File: config.mk
export PLATFORM = sky130hd
export DESIGN_NAME = adlc_group
export DESIGN_NICKNAME = d
export VERILOG_FILES = /design/src/design/adlc_pkg.sv /design/src/design/adlc_group.sv
export SDC_FILE = /design/constraint.sdc
export NUM_CORES = 1
export LEC_CHECK = 0
export ABC_AREA = 1
export BUFFER_PORTS_ARGS = -buffer_cell sky130_fd_sc_hd__buf_2
export CAP_MARGIN = 20
export CORE_ASPECT_RATIO = 0.6
export CORE_MARGIN = 2
export CORE_UTILIZATION = 52
export CTS_CLUSTER_SIZE = 30
export DETAILED_ROUTE_END_ITERATION = 16
export PLACE_DENSITY_LB_ADDON = 0.25
export SLEW_MARGIN = 30
export SYNTH_ARGS = -nofsm -noshare
export SYNTH_HDL_FRONTEND = slang
export SYNTH_SLANG_ARGS = --single-unit
File: constraint.sdc
create_clock -name clk -period 3.73 [get_ports clk]
set_clock_uncertainty 0.15 [all_clocks]
set_input_delay 0.746 -clock clk [delete_from_list [all_inputs] [get_ports clk]]
set_output_delay 0.746 -clock clk [all_outputs]
set_load 0.1 [all_outputs]
File: src/design/adlc_pkg.sv
// ----------------------------------------------------------------------------
// adlc_pkg
// Shared types and constants of the adjacent duplicate line counter.
// ----------------------------------------------------------------------------
package adlc_pkg;

	localparam int MAX_LINE_DEF = 1024;

	localparam int CFG_IDX_W  = 4;
	localparam int CFG_DATA_W = 10;

	localparam int COUNT_W = 16;
	localparam int LINE_W  = 32;
	localparam int OUT_DATA_W = COUNT_W + LINE_W;

	localparam logic [CFG_IDX_W-1:0] REG_SELECT_MODE = CFG_IDX_W'(0);
	localparam logic [CFG_IDX_W-1:0] REG_SHOW_COUNTS = CFG_IDX_W'(1);
	localparam logic [CFG_IDX_W-1:0] REG_SKIP_FIELDS = CFG_IDX_W'(2);
	localparam logic [CFG_IDX_W-1:0] REG_SKIP_CHARS  = CFG_IDX_W'(3);

	localparam logic [1:0] MODE_ALL      = 2'd0;
	localparam logic [1:0] MODE_REPEATED = 2'd1;
	localparam logic [1:0] MODE_SINGLE   = 2'd2;

	localparam logic [7:0] CH_NUL   = 8'h00;
	localparam logic [7:0] CH_TAB   = 8'h09;
	localparam logic [7:0] CH_NL    = 8'h0A;
	localparam logic [7:0] CH_SPACE = 8'h20;

	localparam logic [COUNT_W-1:0] COUNT_MAX = '1;

	// Control flags of one item on its way from the parser to the group stage.
	typedef struct packed {
		logic eoi;      // input has ended with this item
		logic end_rec;  // this byte closes a record
		logic first;    // first byte of a record
		logic keep;     // byte belongs to the compared rest and was stored
	} item_flags_t;

endpackage

File: src/design/adlc_group.sv
// ----------------------------------------------------------------------------
// adlc_group
// Compare stage and group bookkeeping, with the result register.
// ----------------------------------------------------------------------------
module adlc_group #(
	parameter int MAX_LINE = adlc_pkg::MAX_LINE_DEF,
	parameter int LEN_W    = $clog2(MAX_LINE + 1)
) (
	input  logic                              clk,
	input  logic                              arst_n,
	input  logic                              valid_s1,
	input  adlc_pkg::item_flags_t             flags_s1,
	input  logic [7:0]                        byte_s1,
	input  logic [LEN_W-1:0]                  cur_s1,
	input  logic [LEN_W-1:0]                  cur_new_s1,
	input  logic [7:0]                        rdata,
	input  logic [1:0]                        select_mode,
	input  logic                              show_counts,
	input  logic                              m_tready,
	output logic                              m_tvalid,
	output logic [adlc_pkg::OUT_DATA_W-1:0]   m_tdata,
	output logic                              m_tuser,
	output logic                              m_tlast,
	output logic                              s1_fire,
	output logic                              bank_rd
);

	import adlc_pkg::*;

	logic               bank_q;
	logic [LEN_W-1:0]   prev_len_q;
	logic               mismatch_q;
	logic               have_prev_q;
	logic [COUNT_W-1:0] run_count_q;
	logic [LINE_W-1:0]  run_start_q;
	logic [LINE_W-1:0]  line_num_q;

	logic               adv;
	logic               mis;
	logic               same_rest;
	logic               start_group;
	logic               emit;
	logic               pr;

	assign adv     = !m_tvalid || m_tready;
	assign s1_fire = valid_s1 && adv;

	always_comb begin
		mis = (!flags_s1.first && mismatch_q) ||
			(flags_s1.keep && ((cur_s1 >= prev_len_q) || (rdata != byte_s1)));
		same_rest   = !mis && (cur_new_s1 == prev_len_q);
		start_group = !flags_s1.eoi && flags_s1.end_rec && (!have_prev_q || !same_rest);
		emit        = flags_s1.eoi ? have_prev_q
			: (flags_s1.end_rec && have_prev_q && !same_rest);
		case (select_mode)
			MODE_REPEATED: pr = (run_count_q != COUNT_W'(1));
			MODE_SINGLE:   pr = (run_count_q == COUNT_W'(1));
			default:       pr = 1'b1;
		endcase
		if (show_counts) begin
			pr = 1'b1;
		end
	end

	// A record that opens a new group swaps the banks; the next byte already
	// reads from the swapped bank.
	assign bank_rd = bank_q ^ (s1_fire && start_group);

	always_ff @(posedge clk or negedge arst_n) begin
		if (!arst_n) begin
			bank_q      <= 1'b0;
			prev_len_q  <= '0;
			mismatch_q  <= 1'b0;
			have_prev_q <= 1'b0;
			run_count_q <= '0;
			run_start_q <= '0;
			line_num_q  <= '0;
		end else if (s1_fire) begin
			mismatch_q <= mis;
			if (flags_s1.end_rec) begin
				line_num_q <= line_num_q + LINE_W'(1);
				if (start_group) begin
					have_prev_q <= 1'b1;
					bank_q      <= !bank_q;
					prev_len_q  <= cur_new_s1;
					run_count_q <= COUNT_W'(1);
					run_start_q <= line_num_q;
				end else if (run_count_q != COUNT_MAX) begin
					run_count_q <= run_count_q + COUNT_W'(1);
				end
			end
		end
	end

	always_ff @(posedge clk or negedge arst_n) begin
		if (!arst_n) begin
			m_tvalid <= 1'b0;
		end else if (s1_fire) begin
			m_tvalid <= emit;
		end else if (m_tready) begin
			m_tvalid <= 1'b0;
		end
	end

	always_ff @(posedge clk) begin
		if (s1_fire && emit) begin
			m_tdata <= {run_start_q, run_count_q};
			m_tuser <= pr;
			m_tlast <= flags_s1.eoi;
		end
	end

endmodule

==> reports/results.ini <==
[status]
status=complete, no violations

[detailed_routing]
wl_per_cell_um=14.2
drt_first_pass_iters=5
final_antenna_net_count=0
routed_wirelength_um=14000
drc=0
first_iter_violations=336
avgViaCountPerCell=5.02
num_vias=4925

[cells_and_area]
area_delta_synth_final_pct=20.3
final_layout_size_suffix_gt1_share_pct=21.2
antenna_cells=0
layout.nets=863
stdcell_area_sq_mm=0.00803
mostFrequentLayoutCell=nand2_1
mostFrequentLayoutCells=nand2_1, buf_2, dfrtp_1
fin_cells=981
fillers=1021

[worst_setup_path]
critPathBufInv=2
cp_max_fo=3
path_cells=inv_1, ha_1, nand2_1, nor2_1, nand2_1, a21oi_1, nor2_1, nand3_1, nand2_1, nand4_1, nand3_2, xnor2_4, buf_12
cp_top_family=simple AND/OR/NAND/NOR gates
end_kind=output pin
cpMostUsedCell=nand2_1
critPathArrivalTime_ps=2590
cp-startpoint=prev_len_q[8]
r2r_start=prev_len_q[10]
required_ps=2830
r2r_cells=14
cpPeakStageDelay_ps=360
cpMaxStageDelayCell=dfrtp_1
cp-start-kind=register
r2r_slack_ps=1010
r2r-end=run_start_q[22]
worstSetupPathType=register to output pin

[timing]
min_period_over_period_pct=93.4
setup_viol=0
fin_crit_ps=3480
worst_pin_slew_ps=550
maxSlewViolCount=0
rsz0062_at_grt=false
slew_headroom_pct=63.0
hold_violations=0
timing.fmax_mhz=287
setup-tns-final_ps=0

[clock_tree]
hold_buffers=0
cts_sinks=145
cts.repair.resized=0
ctsHtreeMaxLevel=4
cts-root-buf=clkbuf_16
numCtsBuffers=17
post_cts_buffers=0
clk_path_buf_depth=2
clk_latency_ps=410
cts_tree=yes
clk_pin_slew_ps=60

[logic_synthesis]
yosys_warnings=0
synth_edf_count=50
synth_top_area_share_pct=35.6
ys_seq_elements=145
synth_area_leader_cell=dfrtp_1
synthCells=687
syn_area_sq_mm=0.00668
mappedNetlistNets=752
ys_top_cells_by_area=dfrtp_1, edfxtp_1, nand2_1
yosysUniqueCellTypes=34
ys_seq_area_share_pct=58.1
synthFlopType=dfrtp_1
async_reset_ff_share_pct=65.5
syn_area_per_cell_sq_um=9.72

[floorplanning]
die_h_um=91.8
die_w_um=150
dieArea_sq_mm=0.0138
placementRows=32
initial_core_util_pct=52.6
coreArea_sq_mm=0.0127
ioPinCount=102

[place]
dp.final_hpwl_um=9910
io_buffers=101
gp_congestion=0.856
place_area_sq_mm=0.00741
dp_cells=949

[global_route]
grt_pass1_vias=4948
grt_max_degree=55
grt-ovfl-total=0
grt.total_usage_pct=21.8
grt_pass1_wl_um=23600
antenna_found_initial=0

[power_and_ir_drop]
p_leak_uw=0.00397
p_seq_share_pct=42.2
clock_power_share_pct=37.4
powerDensity_mw_per_mm2=598
swShare_pct=31.2
power.internal_uw=3310
netSwitchingPower_uw=1500
share_comb_of_total_power_pct=20.4
peakVddDrop_mv=0.315

[worst_hold_path]
hp-class=input port to asynchronous set/reset pin

[job]
drv_cap=0

## worst reg2reg max path, stage by stage, from the launching register on
cell     delay, ps
dfrtp_1        360
inv_1           60
ha_1           290
nand2_1        100
inv_1           60
a21oi_1        160
nand2_1         80
nor2_1          80
nand3_1        100
nand2_1         70
nand4_1        170
nand3_2        200
buf_4          490
nand2_1        150
o21ai_1        110
## metal layers
layer  vias to the layer above  GRT usage, %  share of wire (%)
met2                       129          34.5                 46
met4                         0          6.60                1.4
li1                       2438             -                  -
met1                      2338          30.5                 47
met3                        20          4.68                5.3
met5                         -             0                  0
## power by group through the flow
stage          logic (uW)  clock network (uW)  registers (uW)
2_1_floorplan         400                   0            2380
3_3_place_gp          952                   0            2040
3_5_place_dp          982                   0            2050
4_1_cts               986                1820            2030
5_1_grt              1070                1880            2050
6_report              981                1800            2030
## layout make-up
class | instances | area (sq um) | share of cell area [%]
clock buffer | 19 | 433 | 5.39
clock inverter | 13 | 190 | 2.37
inverter | 100 | 377 | 4.69
multi-input combinational | 428 | 2370 | 29.5
sequential | 145 | 3880 | 48.3
tap | 170 | 213 | 2.65
timing repair buffer | 106 | 573 | 7.13
## through the flow
| stage | hold WS [ps] | util [%] | power (uW) | worst slack, ps |
|---|---|---|---|---|
| CTS | 181 | 63.3 | 4830 | 249 |
| finish | 171 | 63.3 | 4800 | 247 |
| detailed placement | 284 | 58.4 | 3030 | 263 |
| global route | 206 | 63.3 | 5000 | 31.2 |
| floorplan | 275 | - | 2780 | 122 |
| global placement | 282 | 58.4 | 2990 | 355 |
## state kept, by name, indices dropped and copies added (netlist names), 11 cells and up
name         count
run_count_q     16
run_start_q     32
m_tdata         48
line_num_q      32
prev_len_q      11
## logic make-up (layout without fill, tap and decap cells)
group	count (synthesis)	count (layout)	share of synthesized area, %
AND/OR/NAND/NOR	317	317	21.8
flip-flops	145	145	58.1
buffers and inverters	114	238	6.82
adder cells (fa/ha/maj)	16	16	3.00
XOR/XNOR	54	54	7.08
AO/OA/AOI/OAI	41	41	3.24
## cells in the mapped netlist (15+ instances only)
cell type    n
nand2_1    189
dfrtp_1     95
inv_1       82
edfxtp_1    50
xor2_1      39
nor2_1      35
o21ai_1     31
nand4_1     28
inv_2       17
nand3_1     17
ha_1        16
nor3_1      16
xnor2_1     15
## worst max-delay path by stage
stage,cells past startpoint,slack (ps),endpoint
2_1_floorplan,6,120,bank_rd
3_3_place_gp,13,360,bank_rd
3_5_place_dp,13,260,bank_rd
4_1_cts,13,250,bank_rd
5_1_grt,13,30,bank_rd
6_report,13,250,bank_rd
Power figures use the tool's default switching activity.
