[config.mk]
export PLATFORM = sky130hd
export DESIGN_NAME = adlc_parse
export DESIGN_NICKNAME = d
export VERILOG_FILES = /design/src/design/adlc_pkg.sv /design/src/design/adlc_parse.sv
export SDC_FILE = /design/constraint.sdc
export NUM_CORES = 1
export LEC_CHECK = 0
export BUFFER_PORTS_ARGS = -buffer_cell sky130_fd_sc_hd__buf_2
export CORE_MARGIN = 10
export CORE_UTILIZATION = 52
export CTS_BUF_LIST = sky130_fd_sc_hd__clkbuf_8
export DETAILED_ROUTE_END_ITERATION = 10
export PLACE_DENSITY = 0.87
export RECOVER_POWER = 25
export SLEW_MARGIN = 10
export SYNTH_ARGS = -nofsm -noshare
export SYNTH_HDL_FRONTEND = slang
export SYNTH_SLANG_ARGS = --single-unit
[constraint.sdc]
create_clock -name clk -period 4.2 [get_ports clk]
set_input_delay 0.84 -clock clk [delete_from_list [all_inputs] [get_ports clk]]
set_output_delay 0.84 -clock clk [all_outputs]
set_load 0.02 [all_outputs]
[src/design/adlc_pkg.sv]
// ----------------------------------------------------------------------------
// adlc_pkg
// Shared types and constants of the adjacent duplicate line counter.
// ----------------------------------------------------------------------------
package adlc_pkg;

	localparam int MAX_LINE_DEF = 1024;

	localparam int CFG_IDX_W  = 4;
	localparam int CFG_DATA_W = 10;

	localparam int COUNT_W = 16;
	localparam int LINE_W  = 32;
	localparam int OUT_DATA_W = COUNT_W + LINE_W;

	localparam logic [CFG_IDX_W-1:0] REG_SELECT_MODE = CFG_IDX_W'(0);
	localparam logic [CFG_IDX_W-1:0] REG_SHOW_COUNTS = CFG_IDX_W'(1);
	localparam logic [CFG_IDX_W-1:0] REG_SKIP_FIELDS = CFG_IDX_W'(2);
	localparam logic [CFG_IDX_W-1:0] REG_SKIP_CHARS  = CFG_IDX_W'(3);

	localparam logic [1:0] MODE_ALL      = 2'd0;
	localparam logic [1:0] MODE_REPEATED = 2'd1;
	localparam logic [1:0] MODE_SINGLE   = 2'd2;

	localparam logic [7:0] CH_NUL   = 8'h00;
	localparam logic [7:0] CH_TAB   = 8'h09;
	localparam logic [7:0] CH_NL    = 8'h0A;
	localparam logic [7:0] CH_SPACE = 8'h20;

	localparam logic [COUNT_W-1:0] COUNT_MAX = '1;

	// Control flags of one item on its way from the parser to the group stage.
	typedef struct packed {
		logic eoi;      // input has ended with this item
		logic end_rec;  // this byte closes a record
		logic first;    // first byte of a record
		logic keep;     // byte belongs to the compared rest and was stored
	} item_flags_t;

endpackage

[src/design/adlc_parse.sv]
// ----------------------------------------------------------------------------
// adlc_parse
// Input stage: record framing, field and character skipping, store access.
// ----------------------------------------------------------------------------
module adlc_parse #(
	parameter int MAX_LINE = adlc_pkg::MAX_LINE_DEF,
	parameter int LEN_W    = $clog2(MAX_LINE + 1),
	parameter int IDX_W    = $clog2(MAX_LINE)
) (
	input  logic                   clk,
	input  logic                   arst_n,
	input  logic                   s_tvalid,
	output logic                   s_tready,
	input  logic [7:0]             s_tdata,
	input  logic                   s_tlast,
	input  logic [7:0]             skip_fields,
	input  logic [9:0]             skip_chars,
	input  logic                   s1_fire,
	input  logic                   bank_rd,
	output logic                   mem_we,
	output logic [IDX_W:0]         mem_waddr,
	output logic                   mem_re,
	output logic [IDX_W:0]         mem_raddr,
	output logic                   valid_s1,
	output adlc_pkg::item_flags_t  flags_s1,
	output logic [7:0]             byte_s1,
	output logic [LEN_W-1:0]       cur_s1,
	output logic [LEN_W-1:0]       cur_new_s1
);

	import adlc_pkg::*;

	localparam logic [LEN_W-1:0] MAX_LEN = LEN_W'(MAX_LINE);

	logic             finished_q;
	logic [LEN_W-1:0] rec_bytes_q;
	logic [LEN_W-1:0] cur_len_q;
	logic [7:0]       fields_left_q;
	logic             inside_q;
	logic [9:0]       chars_left_q;

	logic             accept;
	logic             work;
	logic             eoi_hit;
	logic             first;
	logic             blank;
	logic             to_chars;
	logic             keep;
	logic             keep_w;
	logic             end_rec;
	logic [7:0]       fl;
	logic [7:0]       fl_n;
	logic             inf;
	logic             inf_n;
	logic [9:0]       cl;
	logic [9:0]       cl_n;
	logic [LEN_W-1:0] cur;
	logic [LEN_W-1:0] cur_n;
	logic [LEN_W-1:0] rb_new;

	assign s_tready = !valid_s1 || s1_fire;
	assign accept   = s_tvalid && s_tready;
	assign work     = accept && !finished_q;

	always_comb begin
		eoi_hit  = s_tlast || (s_tdata == CH_NUL);
		first    = (rec_bytes_q == '0);
		fl       = first ? skip_fields : fields_left_q;
		inf      = first ? 1'b0 : inside_q;
		cl       = first ? skip_chars : chars_left_q;
		cur      = first ? '0 : cur_len_q;
		rb_new   = rec_bytes_q + LEN_W'(1);
		blank    = (s_tdata == CH_SPACE) || (s_tdata == CH_TAB);
		to_chars = 1'b0;
		fl_n     = fl;
		inf_n    = inf;
		cl_n     = cl;
		keep     = 1'b0;
		if (fl == '0) begin
			to_chars = 1'b1;
		end else if (inf && blank) begin
			fl_n  = fl - 8'd1;
			inf_n = 1'b0;
			if (fl_n == '0) begin
				to_chars = 1'b1;
			end
		end else if (!inf && !blank) begin
			inf_n = 1'b1;
		end
		if (to_chars) begin
			if (cl != '0) begin
				cl_n = cl - 10'd1;
			end else begin
				keep = 1'b1;
			end
		end
		keep_w  = keep && (cur < MAX_LEN);
		cur_n   = cur + LEN_W'(keep_w);
		end_rec = (s_tdata == CH_NL) || (rb_new >= MAX_LEN);
	end

	// The group's rest sits in bank bank_rd, the current rest goes to the other.
	assign mem_re    = work;
	assign mem_we    = work && !eoi_hit && keep_w;
	assign mem_raddr = {bank_rd, cur[IDX_W-1:0]};
	assign mem_waddr = {!bank_rd, cur[IDX_W-1:0]};

	always_ff @(posedge clk or negedge arst_n) begin
		if (!arst_n) begin
			finished_q    <= 1'b0;
			rec_bytes_q   <= '0;
			cur_len_q     <= '0;
			fields_left_q <= '0;
			inside_q      <= 1'b0;
			chars_left_q  <= '0;
		end else if (work) begin
			if (eoi_hit) begin
				finished_q  <= 1'b1;
				rec_bytes_q <= '0;
				cur_len_q   <= '0;
			end else begin
				rec_bytes_q   <= end_rec ? '0 : rb_new;
				cur_len_q     <= cur_n;
				fields_left_q <= fl_n;
				inside_q      <= inf_n;
				chars_left_q  <= cl_n;
			end
		end
	end

	always_ff @(posedge clk or negedge arst_n) begin
		if (!arst_n) begin
			valid_s1 <= 1'b0;
		end else if (work) begin
			valid_s1 <= 1'b1;
		end else if (s1_fire) begin
			valid_s1 <= 1'b0;
		end
	end

	always_ff @(posedge clk) begin
		if (work) begin
			flags_s1.eoi     <= eoi_hit;
			flags_s1.end_rec <= !eoi_hit && end_rec;
			flags_s1.first   <= first;
			flags_s1.keep    <= !eoi_hit && keep_w;
			byte_s1          <= s_tdata;
			cur_s1           <= cur;
			cur_new_s1       <= cur_n;
		end
	end

endmodule

==> implementation parameters <==
Parameter                              Value

Status
  Run status ... finished with violations
  Violations in the final reports ... capacitance limit, slew limit, setup timing

STA
  Worst slew margin relative to its limit ... -58.7%
  Period utilization ... 101%
  Clock Skews ... roughly 0.0082 ns
  Post-Route Setup TNS ... -0.0250 ns
  Hold Vio Cnt, Final ... 0
  Final Setup Violations ... 1
  Final worst setup slack ... -0.0250 ns
  Crit path time final ... 4.22 ns
  Slew at the pin with the worst max-slew slack ... about 2.4 ns
  RSZ-0062 raised after global routing ... yes
  Max-slew violations ... 44
  Fmax ... 237 MHz

Setup path
  R2R cell count ... 20
  Worst setup slack for register-to-register paths ... ~0.17 ns
  Cells traversed along the worst timing path ... inv_1 > ha_1 > nor4b_4 > nand3_2 > clkinv_4 > mux2i_4 > ha_2 > inv_1 > nor4_2 > mux2i_1 > or2_1 > or3_4 > nor2_4 > buf_6
  Reg-to-reg startpoint ... rec_bytes_q[1]
  Delay of the slowest cell on the worst path ... 0.39 ns
  Max Fanout on Critical Path ... 6
  Worst Setup Path Type ... flip-flop to primary output
  Critical path buffers and inverters ... 4
  Slowest CP cell ... dfrtp_1
  Top cell by count, worst path ... inv_1
  CP endpoint kind ... primary output
  Worst reg2reg endpoint ... cur_len_q[6]
  Critical path origin ... rec_bytes_q[1]
  CP endpoint ... mem_we
  Top cell family by delay on the critical path ... simple AND/OR/NAND/NOR gates
  Element type at the critical path start ... flip-flop
  Data arrival time of the critical path ... 3.38 ns
  Data required time of the worst path ... between 3 and 4 ns
  Critical path depth ... 14

Detailed routing
  Remaining antenna violation count ... 0
  Via count of the routed design ... roughly 4000
  Final routed wire length divided by cell count ... 18.8 um
  Detailed Routing Iterations Pass 1 ... 5
  Per-cell via count in the routed design ... about 6.1
  Starting DRT DRC Count ... around 320
  Wire length reported by the detailed router ... approximately 12 mm
  Number of remaining DRC errors ... 0

Die
  Boundary pin count ... 92
  Area enclosed by the die boundary ... around 13000 um2
  Effective utilization at floorplan ... between 50% and 60%
  Floorplan core area ... between 8000 and 9000 um2
  Horizontal die dimension ... approximately 110 um
  Die height ... between 100 and 150 um
  Number of cell rows ... 33

Global routing
  Wire length of the first global-routing pass ... 19.9 mm
  Pin count of the biggest net entering global routing ... 47
  Total gr overflow ... 0
  Global routing met2 resource utilization ... 31.5%
  Vias in the first global route ... 3907
  Initial antenna violation count ... 0
  Met3 Use GR ... just over 5%
  Global-route usage over all layers ... between 10% and 20%
  Met1 track utilization from global routing ... roughly 22%
  Global-route layer with the greatest usage ... met2

Synthesis
  Share of synthesized area occupied by flip-flops and latches ... 46.7%
  Synth async-reset ratio ... 55.8%
  Cell area after synthesis ... about 4500 um2
  Synth warn ... 0
  FF+latch count, synth ... 77
  Post-synth cell types ... 69
  Biggest area contributors in the synthesized netlist ... dfrtp_1 24%, edfxtp_1 23%, o21ai_0 4.1%
  EDFF count, synth ... 34
  Top_reg_cell synth ... dfrtp_1
  Post-Synthesis Net Count ... between 400 and 500
  Post-Synthesis Cells ... 453
  Library cell with the largest summed area after synthesis ... dfrtp_1
  Synthesized area per cell ... 9.91 um2
  Proportion of netlist area held by the largest area contributor ... 24.0%

Run
  Number of max-capacitance violations reported ... 1

CTS
  Clock latency on the worst-skew pair ... roughly 0.35 ns
  Clk sink count ... a little under 80
  Clock H-tree levels ... 3
  CTS tree ... built
  Clock input transition at the sequential cells of the worst setup and hold paths ... roughly 0.08 ns
  Maximum root-to-sink buffer count ... 2
  Cell chosen for the clock root ... clkbuf_8
  Hold buffer count at CTS ... 0
  Cts bufs inserted ... 9

Power and ir drop
  Static power due to leakage ... 2.39 nW
  Worst vdd rail ir drop ... about 0.33 mV
  Power density over the cells ... about 450 nW/um2

Layout
  Number of cells in the finished layout apart from fillers ... 660
  Final antenna diode count ... 0
  Layout fillers ... approximately 620
  Final nets ... 590
  Layout Utilization ... 66.1%
  Ratio of cells with drive above 1 in the final layout ... between 30% and 40%
  Area growth from synthesis to layout ... 22.2%

Min path
  Worst min-delay path class ... flip-flop to flip-flop

Placement
  Number of cells after detailed placement ... between 600 and 700
  Final HPWL from detailed placement ... 8.57 mm
  Port Buf Inserts ... 91
  GPL Wtd Cong ... about 0.93
  Setup slack at placement ... -0.0256 ns
metrics by stage:
step / cell area [um2] / power, W / hold WS (ns)
after floorplan: 4560 / 0.00146 / 0.430
after global placement: 5030 / 0.00162 / 0.442
after detailed placement: 5030 / 0.00165 / 0.449
after CTS: 5430 / 0.00243 / 0.466
after global routing: 5490 / 0.00261 / 0.488
final: 5490 / 0.00249 / 0.463
Yosys cell counts, types with 4 or more instances:
master     n
nor3_1    14
dfrtp_1   43
inv_1     16
buf_4     21
o211ai_1   5
and2_1    10
a22o_1     6
edfxtp_1  34
ha_1       8
nor2b_1    5
o31ai_1    4
buf_2      5
nand4_1    7
nor3b_1    4
nor2_1    39
nand2_1   37
clkbuf_1  12
nor4_1     5
nand3_1   17
a21oi_1   16
xor2_1     5
and3_1     6
or3_1      5
xnor2_1    5
o21ai_0   37
mux2i_1   16
kinds of logic (layout without fill, tap and decap cells):
group,Yosys count,count (layout),synth area share [%]
compound gates,109,109,17.1
xor+xnor,10,10,1.95
flops,77,77,46.7
buf+inv,57,159,6.66
fa+ha+maj,8,8,2.23
mux,19,19,4.32
simple gates,173,173,21.0
routing by layer:
layer | vias to the layer above | wire length (um)
met5 | - | 0
met1 | 1953 | 4990
met2 | 232 | 5970
li1 | 1843 | -
met3 | 29 | 1140
met4 | 0 | 269
worst min-delay path by stage:
stage                            start      endpoint  slack [ns]  cells after the start
final                     cur_len_q[0]  cur_len_q[0]        0.46                      2
after floorplan           cur_len_q[0]  cur_len_q[0]        0.43                      2
after CTS                 cur_len_q[0]  cur_len_q[0]        0.47                      2
after detailed placement  cur_len_q[0]  cur_len_q[0]        0.45                      2
after global routing      cur_len_q[0]  cur_len_q[0]        0.49                      2
after global placement    cur_len_q[0]  cur_len_q[0]        0.44                      2
report_power, final:
group          total, W  switching, W  internal [W]
combinational  0.000898      0.000501      0.000397
clock          0.000682      0.000288      0.000394
sequential     0.000914     0.0000725      0.000841
tightest hold or removal path: stages (launching register included):
cell     delay (ns)
dfrtp_1        0.34
nand2_1        0.05
nand2_1        0.05
sequential cells by signal, indices dropped and copies added, names as in the netlist:
| signal | cells |
|---|---|
| cur_len_q | 11 |
| cur_new_s1 | 11 |
| cur_s1 | 11 |
| rec_bytes_q | 11 |
| chars_left_q | 10 |
| byte_s1 | 8 |
| fields_left_q | 8 |
| flags_s1 | 4 |
| finished_q | 1 |
| inside_q | 1 |
| valid_s1 | 1 |
final cells by class:
| class | count | area [um2] | share of cell area (%) |
|---|---|---|---|
| multi-input cells | 319 | 2240 | 40.8 |
| flip-flops and latches | 77 | 2100 | 38.2 |
| repair buffers | 125 | 707 | 12.9 |
| well taps | 105 | 131 | 2.39 |
| clock buffers | 9 | 124 | 2.26 |
| clock inverters | 7 | 116 | 2.12 |
| inverters | 18 | 72.6 | 1.32 |
layout by cell type (no fill, tap or decap), drive strengths merged, types with 10 or more instances in the layout:
cell and instances:
nor2 40, dfrtp 43, nor3 14, buf 117
and2 10, edfxtp 34, inv 18, nand2 37
nand3 17, clkbuf 17, o21ai 38, a21oi 16
mux2i 16
repair_timing:
item / 4_1_cts / 5_1_grt
gates resized for setup: 13 / 5
pin swaps: 3 / 6
cloned: 0 / 0
setup buffers: 11 / 6
setup endpoints to repair: 6 / 5
Note: power is estimated with default switching activity, not from simulation.
